### config.mk
export PLATFORM = sky130hd
export DESIGN_NAME = contiguous_frame_allocator
export DESIGN_NICKNAME = d
export VERILOG_FILES = /design/src/cfa_pkg.sv /design/src/cfa_frame_cell.sv /design/src/cfa_ctrl.sv /design/src/contiguous_frame_allocator.sv
export SDC_FILE = /design/constraint.sdc
export NUM_CORES = 1
export LEC_CHECK = 0
export ABC_AREA = 1
export BUFFER_PORTS_ARGS = -buffer_cell sky130_fd_sc_hd__buf_4
export CELL_PAD_IN_SITES_DETAIL_PLACEMENT = 1
export CELL_PAD_IN_SITES_GLOBAL_PLACEMENT = 1
export CORE_UTILIZATION = 36
export DETAILED_ROUTE_END_ITERATION = 10
export HOLD_SLACK_MARGIN = 0.05
export PLACE_DENSITY = 0.62
export SLEW_MARGIN = 5
export SYNTH_ARGS = -nofsm -noshare
export SYNTH_HDL_FRONTEND = slang
export SYNTH_SLANG_ARGS = --single-unit
### constraint.sdc
create_clock -name clk_i -period 4.5 [get_ports clk_i]
set_input_delay 0.9 -clock clk_i [delete_from_list [all_inputs] [get_ports clk_i]]
set_output_delay 0.9 -clock clk_i [all_outputs]
set_load 0.01 [all_outputs]
### src/cfa_pkg.sv
// Shared types and constants of the contiguous frame allocator.
`default_nettype none

package cfa_pkg;

  // Largest number of frames the allocator is built for by default.
  localparam int unsigned CfaMaxFrames = 64;

  localparam int unsigned CfgWidth    = 7;
  localparam int unsigned PidWidth    = 8;
  localparam int unsigned PageWidth   = 7;
  localparam int unsigned StartWidth  = 6;
  localparam int unsigned FreedWidth  = 7;

  // frames_in_use value after reset.
  localparam logic [CfgWidth-1:0] FramesInUseReset = 7'd64;

  // Largest count the frames_freed field can report.
  localparam logic [FreedWidth-1:0] FreedMax = 7'd127;

  // Register word index of frames_in_use on the configuration port.
  localparam logic RegFramesInUse = 1'b0;

  localparam logic CmdAlloc = 1'b0;
  localparam logic CmdFree  = 1'b1;

  typedef struct packed {
    logic                 command;
    logic [PidWidth-1:0]  process_id;
    logic [PageWidth-1:0] page_count;
  } req_t;

  typedef struct packed {
    logic                  success;
    logic [StartWidth-1:0] start_frame;
    logic                  compacted;
    logic [FreedWidth-1:0] frames_freed;
  } rsp_t;

  typedef struct packed {
    logic                used;
    logic [PidWidth-1:0] owner;
  } frame_t;

  // Controls from the sequencer to the row of frame cells.
  typedef struct packed {
    logic rotate;  // whole row shifts down by one frame
    logic swap;    // odd-even exchange of free and used neighbors
    logic phase;   // which pair parity exchanges this cycle
  } ring_ctrl_t;

endpackage : cfa_pkg

`default_nettype wire

### src/cfa_frame_cell.sv
// One frame of the allocator map: used bit and owner id.
`default_nettype none

module cfa_frame_cell (
  input  wire logic            clk_i,
  input  wire logic            rst_ni,
  input  wire logic            rotate_i,
  input  wire cfa_pkg::frame_t shift_i,
  input  wire logic            en_up_i,
  input  wire cfa_pkg::frame_t up_i,
  input  wire logic            en_dn_i,
  input  wire cfa_pkg::frame_t dn_i,
  output cfa_pkg::frame_t      q_o
);
  import cfa_pkg::*;

  logic                used_q, used_d;
  logic [PidWidth-1:0] owner_q, owner_d;

  // A free cell takes a used upper neighbor; a used cell above a free one
  // gives its place away. The two exchanges never meet in one cycle.
  always_comb begin
    used_d  = used_q;
    owner_d = owner_q;
    priority if (rotate_i) begin
      used_d  = shift_i.used;
      owner_d = shift_i.owner;
    end else if (en_up_i && !used_q && up_i.used) begin
      used_d  = 1'b1;
      owner_d = up_i.owner;
    end else if (en_dn_i && used_q && !dn_i.used) begin
      used_d  = 1'b0;
      owner_d = dn_i.owner;
    end
  end

  always_ff @(posedge clk_i or negedge rst_ni) begin
    if (!rst_ni) begin
      used_q <= 1'b0;
    end else begin
      used_q <= used_d;
    end
  end

  always_ff @(posedge clk_i) begin
    owner_q <= owner_d;
  end

  assign q_o.used  = used_q;
  assign q_o.owner = owner_q;

endmodule : cfa_frame_cell

`default_nettype wire

### src/cfa_ctrl.sv
// Command sequencer: scans the frame row at its head and writes frames back.
`default_nettype none

module cfa_ctrl #(
  parameter int unsigned MAX_FRAMES = cfa_pkg::CfaMaxFrames,
  parameter int unsigned IDX_W      = $clog2(MAX_FRAMES),
  parameter int unsigned CNT_W      = ($clog2(MAX_FRAMES + 1) > 7) ?
                                      $clog2(MAX_FRAMES + 1) : 7
) (
  input  wire logic                clk_i,
  input  wire logic                rst_ni,
  input  wire logic                start_i,
  input  wire cfa_pkg::req_t       req_i,
  input  wire logic [CNT_W-1:0]    n_i,
  input  wire cfa_pkg::frame_t     head_i,
  output cfa_pkg::frame_t          head_wb_o,
  output cfa_pkg::ring_ctrl_t      ctrl_o,
  output logic                     busy_o,
  output logic                     rsp_valid_o,
  output cfa_pkg::rsp_t            rsp_o
);
  import cfa_pkg::*;

  typedef enum logic [2:0] {
    StIdle,
    StScan,
    StCompact,
    StMark,
    StFree
  } state_e;

  state_e            state_q, state_d;
  logic [IDX_W-1:0]  idx_q, idx_d;
  logic [PidWidth-1:0] pid_q, pid_d;
  logic [CNT_W-1:0]  count_q, count_d;
  logic [CNT_W-1:0]  free_q, free_d;
  logic [CNT_W-1:0]  run_q, run_d;
  logic [CNT_W-1:0]  start_q, start_d;
  logic [CNT_W-1:0]  freed_q, freed_d;
  logic              fit_q, fit_d;
  logic              compacted_q, compacted_d;
  logic              rsp_valid_q, rsp_valid_d;
  rsp_t              rsp_q, rsp_d;

  logic [CNT_W-1:0]  idx_c;
  logic              in_range;
  logic              last;

  assign idx_c    = CNT_W'(idx_q);
  assign in_range = idx_c < n_i;
  assign last     = idx_q == IDX_W'(MAX_FRAMES - 1);

  always_comb begin
    state_d     = state_q;
    idx_d       = last ? '0 : idx_q + IDX_W'(1);
    pid_d       = pid_q;
    count_d     = count_q;
    free_d      = free_q;
    run_d       = run_q;
    start_d     = start_q;
    freed_d     = freed_q;
    fit_d       = fit_q;
    compacted_d = compacted_q;
    rsp_valid_d = 1'b0;
    rsp_d       = rsp_q;
    head_wb_o   = head_i;

    unique case (state_q)
      StIdle: begin
        idx_d = '0;
        if (start_i) begin
          pid_d       = req_i.process_id;
          count_d     = CNT_W'(req_i.page_count);
          free_d      = '0;
          run_d       = '0;
          start_d     = '0;
          freed_d     = '0;
          fit_d       = 1'b0;
          compacted_d = 1'b0;
          if (req_i.command == CmdFree) begin
            state_d = StFree;
          end else if (req_i.page_count == '0) begin
            rsp_d       = '0;
            rsp_valid_d = 1'b1;
          end else begin
            state_d = StScan;
          end
        end
      end

      StScan: begin
        // Free count and first-fit search share one pass.
        if (in_range && !head_i.used) begin
          free_d = free_q + CNT_W'(1);
          run_d  = run_q + CNT_W'(1);
          if (!fit_q && run_q == '0) begin
            start_d = idx_c;
          end
          if (!fit_q && run_d == count_q) begin
            fit_d = 1'b1;
          end
        end else if (in_range) begin
          run_d = '0;
        end
        if (last) begin
          if (free_d < count_q) begin
            rsp_d       = '0;
            rsp_valid_d = 1'b1;
            state_d     = StIdle;
          end else if (fit_d) begin
            state_d = StMark;
          end else begin
            start_d     = n_i - free_d;
            compacted_d = 1'b1;
            state_d     = StCompact;
          end
        end
      end

      StCompact: begin
        if (last) begin
          state_d = StMark;
        end
      end

      StMark: begin
        if (idx_c >= start_q && idx_c < start_q + count_q) begin
          head_wb_o.used  = 1'b1;
          head_wb_o.owner = pid_q;
        end
        if (last) begin
          rsp_d.success      = 1'b1;
          rsp_d.start_frame  = start_q[StartWidth-1:0];
          rsp_d.compacted    = compacted_q;
          rsp_d.frames_freed = '0;
          rsp_valid_d        = 1'b1;
          state_d            = StIdle;
        end
      end

      StFree: begin
        if (in_range && head_i.used && head_i.owner == pid_q) begin
          head_wb_o.used = 1'b0;
          freed_d        = freed_q + CNT_W'(1);
        end
        if (last) begin
          rsp_d.success      = freed_d != '0;
          rsp_d.start_frame  = '0;
          rsp_d.compacted    = 1'b0;
          rsp_d.frames_freed = (freed_d > CNT_W'(FreedMax)) ?
                               FreedMax : freed_d[FreedWidth-1:0];
          rsp_valid_d        = 1'b1;
          state_d            = StIdle;
        end
      end

      default: begin
        state_d = StIdle;
      end
    endcase
  end

  always_ff @(posedge clk_i or negedge rst_ni) begin
    if (!rst_ni) begin
      state_q     <= StIdle;
      idx_q       <= '0;
      pid_q       <= '0;
      count_q     <= '0;
      free_q      <= '0;
      run_q       <= '0;
      start_q     <= '0;
      freed_q     <= '0;
      fit_q       <= 1'b0;
      compacted_q <= 1'b0;
      rsp_valid_q <= 1'b0;
      rsp_q       <= '0;
    end else begin
      state_q     <= state_d;
      idx_q       <= idx_d;
      pid_q       <= pid_d;
      count_q     <= count_d;
      free_q      <= free_d;
      run_q       <= run_d;
      start_q     <= start_d;
      freed_q     <= freed_d;
      fit_q       <= fit_d;
      compacted_q <= compacted_d;
      rsp_valid_q <= rsp_valid_d;
      rsp_q       <= rsp_d;
    end
  end

  assign ctrl_o.rotate = (state_q == StScan) || (state_q == StMark) || (state_q == StFree);
  assign ctrl_o.swap   = state_q == StCompact;
  assign ctrl_o.phase  = idx_q[0];
  assign busy_o        = state_q != StIdle;
  assign rsp_valid_o   = rsp_valid_q;
  assign rsp_o         = rsp_q;

endmodule : cfa_ctrl

`default_nettype wire

### src/contiguous_frame_allocator.sv
// Top level of the first-fit contiguous frame allocator with compaction.
// A free runs the free pass, a refused allocate the scan pass, a first-fit allocate scan
// and mark, a compacting allocate scan, compaction and mark; zero pages are answered from
// idle. One command is in work at a time; busy falls as the result shows, so the next word
// can be taken then. While it rotates the row passes one frame a cycle. Reset clears every
// used bit at once and sets frames_in_use to 64; results cannot stall.
`default_nettype none

module contiguous_frame_allocator #(
  parameter int unsigned MAX_FRAMES = cfa_pkg::CfaMaxFrames
) (
  input  wire logic          clk_i,
  input  wire logic          rst_ni,

  // Command channel: a word is taken when start is high and busy is low.
  input  wire logic          start,
  output logic               busy,
  input  wire cfa_pkg::req_t req_i,

  // Result channel: one word per command, valid for exactly one cycle.
  output logic               result_valid_o,
  output cfa_pkg::rsp_t      rsp_o,

  // Configuration port, APB style. Word 0 holds frames_in_use.
  input  wire logic          psel,
  input  wire logic          penable,
  input  wire logic          pwrite,
  input  wire logic [2:0]    paddr,
  input  wire logic [31:0]   pwdata,
  output logic [31:0]        prdata,
  output logic               pready
);
  import cfa_pkg::*;

  localparam int unsigned IdxW = $clog2(MAX_FRAMES);
  localparam int unsigned CntW = ($clog2(MAX_FRAMES + 1) > 7) ? $clog2(MAX_FRAMES + 1) : 7;

  // ---------------------------------------------------------------------------
  // Configuration register. The byte offset within a word is ignored; word 1
  // lies beyond the register list and reads as zero.
  // ---------------------------------------------------------------------------
  logic [CfgWidth-1:0] frames_in_use_q;
  logic                reg_sel;

  assign reg_sel = paddr[2] == RegFramesInUse;
  assign pready  = 1'b1;
  assign prdata  = reg_sel ? {{(32 - CfgWidth){1'b0}}, frames_in_use_q} : '0;

  always_ff @(posedge clk_i or negedge rst_ni) begin
    if (!rst_ni) begin
      frames_in_use_q <= FramesInUseReset;
    end else if (psel && penable && pwrite && pready && reg_sel) begin
      frames_in_use_q <= pwdata[CfgWidth-1:0];
    end
  end

  // Managed frame count, capped at the built size of the map.
  logic [CntW-1:0] n_frames;
  assign n_frames = (CntW'(frames_in_use_q) > CntW'(MAX_FRAMES)) ?
                    CntW'(MAX_FRAMES) : CntW'(frames_in_use_q);

  // ---------------------------------------------------------------------------
  // Sequencer. It sees frame 0 of the row at the head; while the row rotates,
  // the frames arrive there one after another in order of their index and the
  // sequencer feeds the (possibly rewritten) frame back in at the top. After
  // MAX_FRAMES shifts every frame is home again.
  // ---------------------------------------------------------------------------
  frame_t     cell_q [MAX_FRAMES];
  frame_t     head_wb;
  ring_ctrl_t ring_ctrl;

  cfa_ctrl #(
    .MAX_FRAMES (MAX_FRAMES),
    .IDX_W      (IdxW),
    .CNT_W      (CntW)
  ) u_ctrl (
    .clk_i       (clk_i),
    .rst_ni      (rst_ni),
    .start_i     (start),
    .req_i       (req_i),
    .n_i         (n_frames),
    .head_i      (cell_q[0]),
    .head_wb_o   (head_wb),
    .ctrl_o      (ring_ctrl),
    .busy_o      (busy),
    .rsp_valid_o (result_valid_o),
    .rsp_o       (rsp_o)
  );

  // ---------------------------------------------------------------------------
  // Compaction runs as an odd-even transposition over the managed frames:
  // in alternate cycles the even and the odd neighbor pairs exchange a free
  // lower frame with a used upper one. Used frames never pass each other, so
  // their order is kept, and the compaction pass settles every used frame at
  // the bottom. Pairs that reach past the managed count stay still.
  // ---------------------------------------------------------------------------
  logic [MAX_FRAMES-2:0] pair_en;

  for (genvar k = 0; k < MAX_FRAMES - 1; k++) begin : g_pair
    assign pair_en[k] = ring_ctrl.swap && (ring_ctrl.phase == ((k % 2) == 1)) &&
                        (CntW'(k + 1) < n_frames);
  end

  for (genvar k = 0; k < MAX_FRAMES; k++) begin : g_cell
    frame_t shift_in;
    frame_t up_in;
    frame_t dn_in;
    logic   en_up;
    logic   en_dn;

    if (k < MAX_FRAMES - 1) begin : g_up
      assign shift_in = cell_q[k+1];
      assign up_in    = cell_q[k+1];
      assign en_up    = pair_en[k];
    end else begin : g_top
      assign shift_in = head_wb;
      assign up_in    = '0;
      assign en_up    = 1'b0;
    end

    if (k > 0) begin : g_dn
      assign dn_in = cell_q[k-1];
      assign en_dn = pair_en[k-1];
    end else begin : g_bottom
      assign dn_in = '0;
      assign en_dn = 1'b0;
    end

    cfa_frame_cell u_cell (
      .clk_i    (clk_i),
      .rst_ni   (rst_ni),
      .rotate_i (ring_ctrl.rotate),
      .shift_i  (shift_in),
      .en_up_i  (en_up),
      .up_i     (up_in),
      .en_dn_i  (en_dn),
      .dn_i     (dn_in),
      .q_o      (cell_q[k])
    );
  end

endmodule : contiguous_frame_allocator

`default_nettype wire

# Word-level counts from Yosys, hierarchy flattened
# Index checks and enable logic that the tools add are counted.
[totals]
input_bits = 57
output_inout_bits = 50
wordCells = 1151
register_bits = 653
[classes]
eq_ne = 20
add_sub_neg = 6
n_bitwise = 2
n_mux = 438
n_lt_le_gt_ge = 69
n_reduce_logical = 472
[ops]
columns = ["operator", "n"]
rows = [
  ["$mux 8", 191],
  ["$logic_and 1x1->1", 326],
  ["$lt 6x7->1 const A", 32],
  ["$mux 1", 205],
  ["$reduce_bool 3->1", 63],
  ["$lt 5x7->1 const A", 16],
  ["$mux 15", 7],
  ["$mux 7", 15],
  ["$logic_not 1->1", 64],
  ["$pmux 15 s4", 1],
  ["$lt 4x7->1 const A", 8],
  ["$pmux 7 s2", 4],
  ["$lt 3x7->1 const A", 4],
  ["$add 7x1->7 const B", 3],
  ["$mux 3", 7],
  ["$gt 7x7->1 const B", 2],
  ["$logic_not 7->1", 2],
  ["$lt 2x7->1 const A", 2],
  ["$lt 6x7->1", 2],
  ["$ne 2x1->1 const B", 7],
  ["$mux 6", 2],
  ["$pmux 3 s4", 1],
  ["$reduce_and 5->1", 2],
  ["$mux 9", 1],
  ["27 further kinds", 40],
]

# Longest topological paths before layout
[depth]
ltp_word = 11
depth_mapped = 32
ltp_nobuf = 31

# Cells and area by module
# From an unflattened synthesis, not the netlist that was laid out.
[unflattened]
hier_cells = 4589
area_unflattened_um2 = 39832.0
[modules_own_cells]
columns = ["module", "instances", "area_per_inst_um2", "cells_per_inst", "seq_area_each_um2"]
rows = [
  ["cfa_frame_cell", 64, 524.3, 57, 265.3],
  ["cfa_ctrl", 1, 5021.1, 703, 1751.7],
  ["contiguous_frame_allocator", 1, 1258.7, 238, 176.4],
]

# Worst setup path after synthesis
# OpenSTA, ideal clock, no wires.
[synth_path]
path_type = "reg2reg"
from = "register frames_in_use_q[1]"
to = "register u_ctrl.start_q[0]"
path_slack_ps = 288
path_buffers = 2
required_time_ps = 4382
path_stages_with_launch = 28
setup_time_ps = 118
synth_period_minus_slack_ps = 4212
arrival_ps = 4094
cell_sequence = "dfrtp_1 nor2_2 nand2_2 o41ai_4 nand2_4 ha_1 a21oi_1 nand2_1 nand2_1 nand2_1 nand2_1 nand2_1 nand2_1 nand2_1 clkbuf_1 nor3_1 xor2_1 inv_1 ha_1 a21oi_1 nor2_1 a211oi_1 nand2_1 clkbuf_1 nand2_1 nand2_1 nand3_1 nand2_1"
[synth_between]
elab_chain_len = 11
word_cells_on_any_way = 15
cone_classes = "add/sub (1); order compare (3); mux (10); reduce/logical (1)"
[synth_lines]
columns = ["item", "line_no", "text"]
rows = [
  ["from (decl)", "contiguous_frame_allocator.sv:42", "logic [CfgWidth-1:0] frames_in_use_q;"],
  ["from (signal assigned)", "contiguous_frame_allocator.sv:51", "frames_in_use_q <= FramesInUseReset;"],
  ["from (signal assigned)", "contiguous_frame_allocator.sv:53", "frames_in_use_q <= pwdata[CfgWidth-1:0];"],
  ["$gt 7x7->1", "contiguous_frame_allocator.sv:59", "assign n_frames = (CntW'(frames_in_use_q) > CntW'(MAX_FRAMES)) ?"],
  ["$mux 7 (*)", "contiguous_frame_allocator.sv:59", ""],
  ["$lt 6x7->1", "cfa_ctrl.sv:50", "assign in_range = idx_c < n_i;"],
  ["$logic_and 1x1->1", "cfa_ctrl.sv:93", "if (in_range && !head_i.used) begin"],
  ["$mux 7", "cfa_ctrl.sv:93", ""],
  ["$mux 7", "cfa_ctrl.sv:68", "unique case (state_q)"],
  ["$sub 7x7->7", "cfa_ctrl.sv:113", "start_d = n_i - free_d;"],
  ["$mux 7", "cfa_ctrl.sv:110", "end else if (fit_d) begin"],
  ["$mux 7", "cfa_ctrl.sv:106", "if (free_d < count_q) begin"],
  ["$mux 7 (*)", "cfa_ctrl.sv:105", "if (last) begin"],
  ["$pmux 7 s2 (*)", "cfa_ctrl.sv:68", ""],
  ["to (signal assigned)", "cfa_ctrl.sv:184", "start_q <= start_d;"],
  ["to (decl)", "cfa_ctrl.sv:38", "logic [CNT_W-1:0] start_q, start_d;"],
]
# Every way passes the cells marked *; elsewhere a longest branch is shown, timed or not. The select of a mux whose other input is x is not followed.
# A chain may end at the register's enable or synchronous reset.

# Worst setup path after layout
[layout_path]
from = "register frames_in_use_q[0]"
to = "register u_ctrl.start_q[6]"
# The elaborated chain is that of the path after synthesis.

==> run metrics <==
die height 296.6 µm; launch point of the worst path frames_in_use_q[0]$_DFFE_PN0P_; run status finished, final reports clean; Gate Count Post-Synth 3298; Yosys top cell area share 49.21%; Compound-Gate Fraction of Synth Area 7.505%; # port buffers 53; Critical Path Max Stage Delay 410 ps; final setup TNS 0 ps; FF-to-FF Start frames_in_use_q[0]$_DFFE_PN0P_; DRT iter0 DRCs 1430; initial antenna violation count 1; P_leak 0.01556 µW; gr ovfl total 0; synthesis-stage register bit count 653; Area Overhead vs Synth 13.70%; gr usage total 19.32%; Final HPWL DP 61950 µm; vias in the first global route 24896; Core ar. 85550 µm²; CP Data Arrival Time 4680 ps; Tightest Pin Transition 965.4 ps; post-synthesis mux area share 0.8290%; Die X 296.6 µm; most frequent cells in the layout 1270 x nand2_1, 512 x edfxtp_1, 289 x inv_1; post-DR wirelength/cell 18.22 µm; antenna viol nets, final 0; H-tree levels 3; count of final max-slew check failures 0; Yosys Warn Count 0; CP dominant cell by count nand2_1; max cap viols 0; Post-synth EDFFs 512; pin count of the biggest net entering global routing 91; Initial Utilization 36.52%; Buf+Inv Stages, Crit Path 5; Post-Synth Adder-Cell Area 1.730%; Final Cycle Share 92.72%; CTS Buffer Depth 3; CP required 5010 ps; Pwr Density 888.2 nW/µm²; row cnt 107; vias per inst 5.011; Ports 107; Tmin final 4172 ps; layout cells sized above 1 10.92%; clk_skew 17.39 ps; Final Wtd Congestion 0.8293; clock slew at reported path FFs 60 ps; Slew Limit Headroom 35.64%; routed wire length 83740 µm; synthesized area 31240 µm²; Final Hold Viols 0; Final setup viols 0; Peak Freq 0.2397 GHz; DP Cell Count 4446; clk sinks 653; Pre-antenna DRT Iters 5; Hold Path Class input port to async pin; Die ar. 87970 µm²; post-layout util 41.52%; Seq/Total Area, Yosys 60.51%; Post-synth ARST share 21.59%; area leader, netlist edfxtp_1; Post-synth top flop edfxtp_1; DR vias 23029; Final #Nets 3489; CP Capture Type flip-flop; xor/xnor cell area share of the yosys netlist 0.9251%; Mean Syn Cell Area 9.473 µm²; Inserted Diodes 0; first-pass GRT wire length 135400 µm; CP Launch Type flip-flop; Pwr Total 31550 µW; critical setup path kind flip-flop to flip-flop; fillcell total 9718; RSZ-0062 raised after global routing no; most common cell after layout, fill and taps aside nand2_1; Finished Layout Cells 4596; largest family of logic cells by synthesized area simple AND/OR/NAND/NOR gates; cell family with most CP delay simple AND/OR/NAND/NOR gates; Synth Area in Simple Gates 22.33%; # DRC 0; Post-CTS Hold Buffers 0; top post-synthesis cells by area edfxtp_1 49%, nand2_1 15%, dfrtp_1 11%; CTS tree done; clock latency on the worst-skew pair 620 ps; peak supply drop 0.0004487 V; Root Driver clkbuf_16; Max Fanout on Critical Path 3; library cells used by synthesis 58; CTS Buf Count 77; slowest stage cell on the critical path dfrtp_1
-- path summary, 6_finish.rpt --
check	slack [ps]	endpoint	depth (start not counted)
setup / recovery	330	u_ctrl.start_q[6]$_DFFE_PN0P_	31
hold / removal	390	u_ctrl.pid_q[2]$_DFFE_PN0P_	1
setup reg to reg	330	u_ctrl.start_q[6]$_DFFE_PN0P_	31
hold reg to reg	490	u_ctrl.rsp_o[14]$_DFFE_PN0P_	2
max in group asynchronous	3130	u_ctrl.freed_q[3]$_DFFE_PN0P_	2
min in group clk_i	480	u_ctrl.pid_q[2]$_DFFE_PN0P_	3
-- timing repair --
| item | 4_1_cts | 5_1_grt |
|---|---|---|
| pin swaps | 2 | 15 |
| cloned | 0 | 2 |
| resized for setup | 0 | 23 |
| hold endpoints to repair | 0 | 0 |
| endpoints found under the setup margin | 23 | 25 |
| buffers inserted | 3 | 4 |
-- cell usage after synthesis, types with 26 or more instances --
library cell and count:
o22ai_1 26, buf_2 31, nand2_2 29, a21oi_1 73, dfrtp_1 140, nand2_1 1276, nand3_1 160, ha_1 40
inv_1 289, buf_4 36, edfxtp_1 512, clkbuf_1 29, o21ai_0 204, o21ai_1 63, nor2_1 125
-- through the flow --
stage / cell area (µm²) / hold slack, ps / setup slack [ps]
after floorplan: 31330 / 426.8 / 287.7
after global placement: 32800 / 469.0 / 45.67
after detailed placement: 32800 / 473.6 / -85.06
after CTS: 35350 / 406.2 / 69.50
after global routing: 35520 / 449.6 / 28.50
final: 35520 / 390.6 / 327.6
-- kinds of logic (layout without fill, tap and decap cells) --
kind of cell             count (synthesis)  count (layout)
other                                    2              26
buffers and inverters                  437             567
AND/OR/NAND/NOR                       1690            1690
adder cells (fa/ha/maj)                 42              42
XOR/XNOR                                33              33
AO/OA/AOI/OAI                          418             418
flip-flops                             653             653
multiplexers                            23              23
-- routing by layer --
| layer | global-route usage (%) | vias up | share of wire [%] |
|---|---|---|---|
| li1 | - | 11080 | - |
| met1 | 25.28 | 11526 | 46 |
| met2 | 33.37 | 292 | 49 |
| met3 | 2.361 | 129 | 2.8 |
| met4 | 5.808 | 2 | 2.6 |
| met5 | 0 | - | 0.011 |
-- where the power goes --
part           internal [µW]  leakage (µW)  switching [µW]
Sequential             11600       0.00683            1720
Clock                   3760       0.00123            2550
Combinational           3370       0.00751            8500
Total                  18800        0.0156           12800
-- state kept, by name, summed over array words and instances, names as in the netlist --
signal	count
g_cell.u_cell.owner_q	512
g_cell.u_cell.used_q	64
u_ctrl.rsp_o	15
u_ctrl.pid_q	8
frames_in_use_q	7
u_ctrl.count_q	7
u_ctrl.free_q	7
u_ctrl.freed_q	7
u_ctrl.run_q	7
u_ctrl.start_q	7
u_ctrl.idx_q	6
u_ctrl.state_q	3
u_ctrl.compacted_q	1
u_ctrl.fit_q	1
u_ctrl.rsp_valid_o	1
-- area by class of cell --
| class | count | area [µm²] | area share (%) |
|---|---|---|---|
| flip-flops and latches | 653 | 18900 | 53.22 |
| multi-input cells | 2232 | 10590 | 29.80 |
| clock buffers | 105 | 2157 | 6.072 |
| well taps | 1144 | 1431 | 4.029 |
| inverters | 321 | 1207 | 3.399 |
| repair buffers | 105 | 868.3 | 2.444 |
| clock inverters | 36 | 369.1 | 1.039 |
No activity file was read; power rests on OpenSTA's default activity.
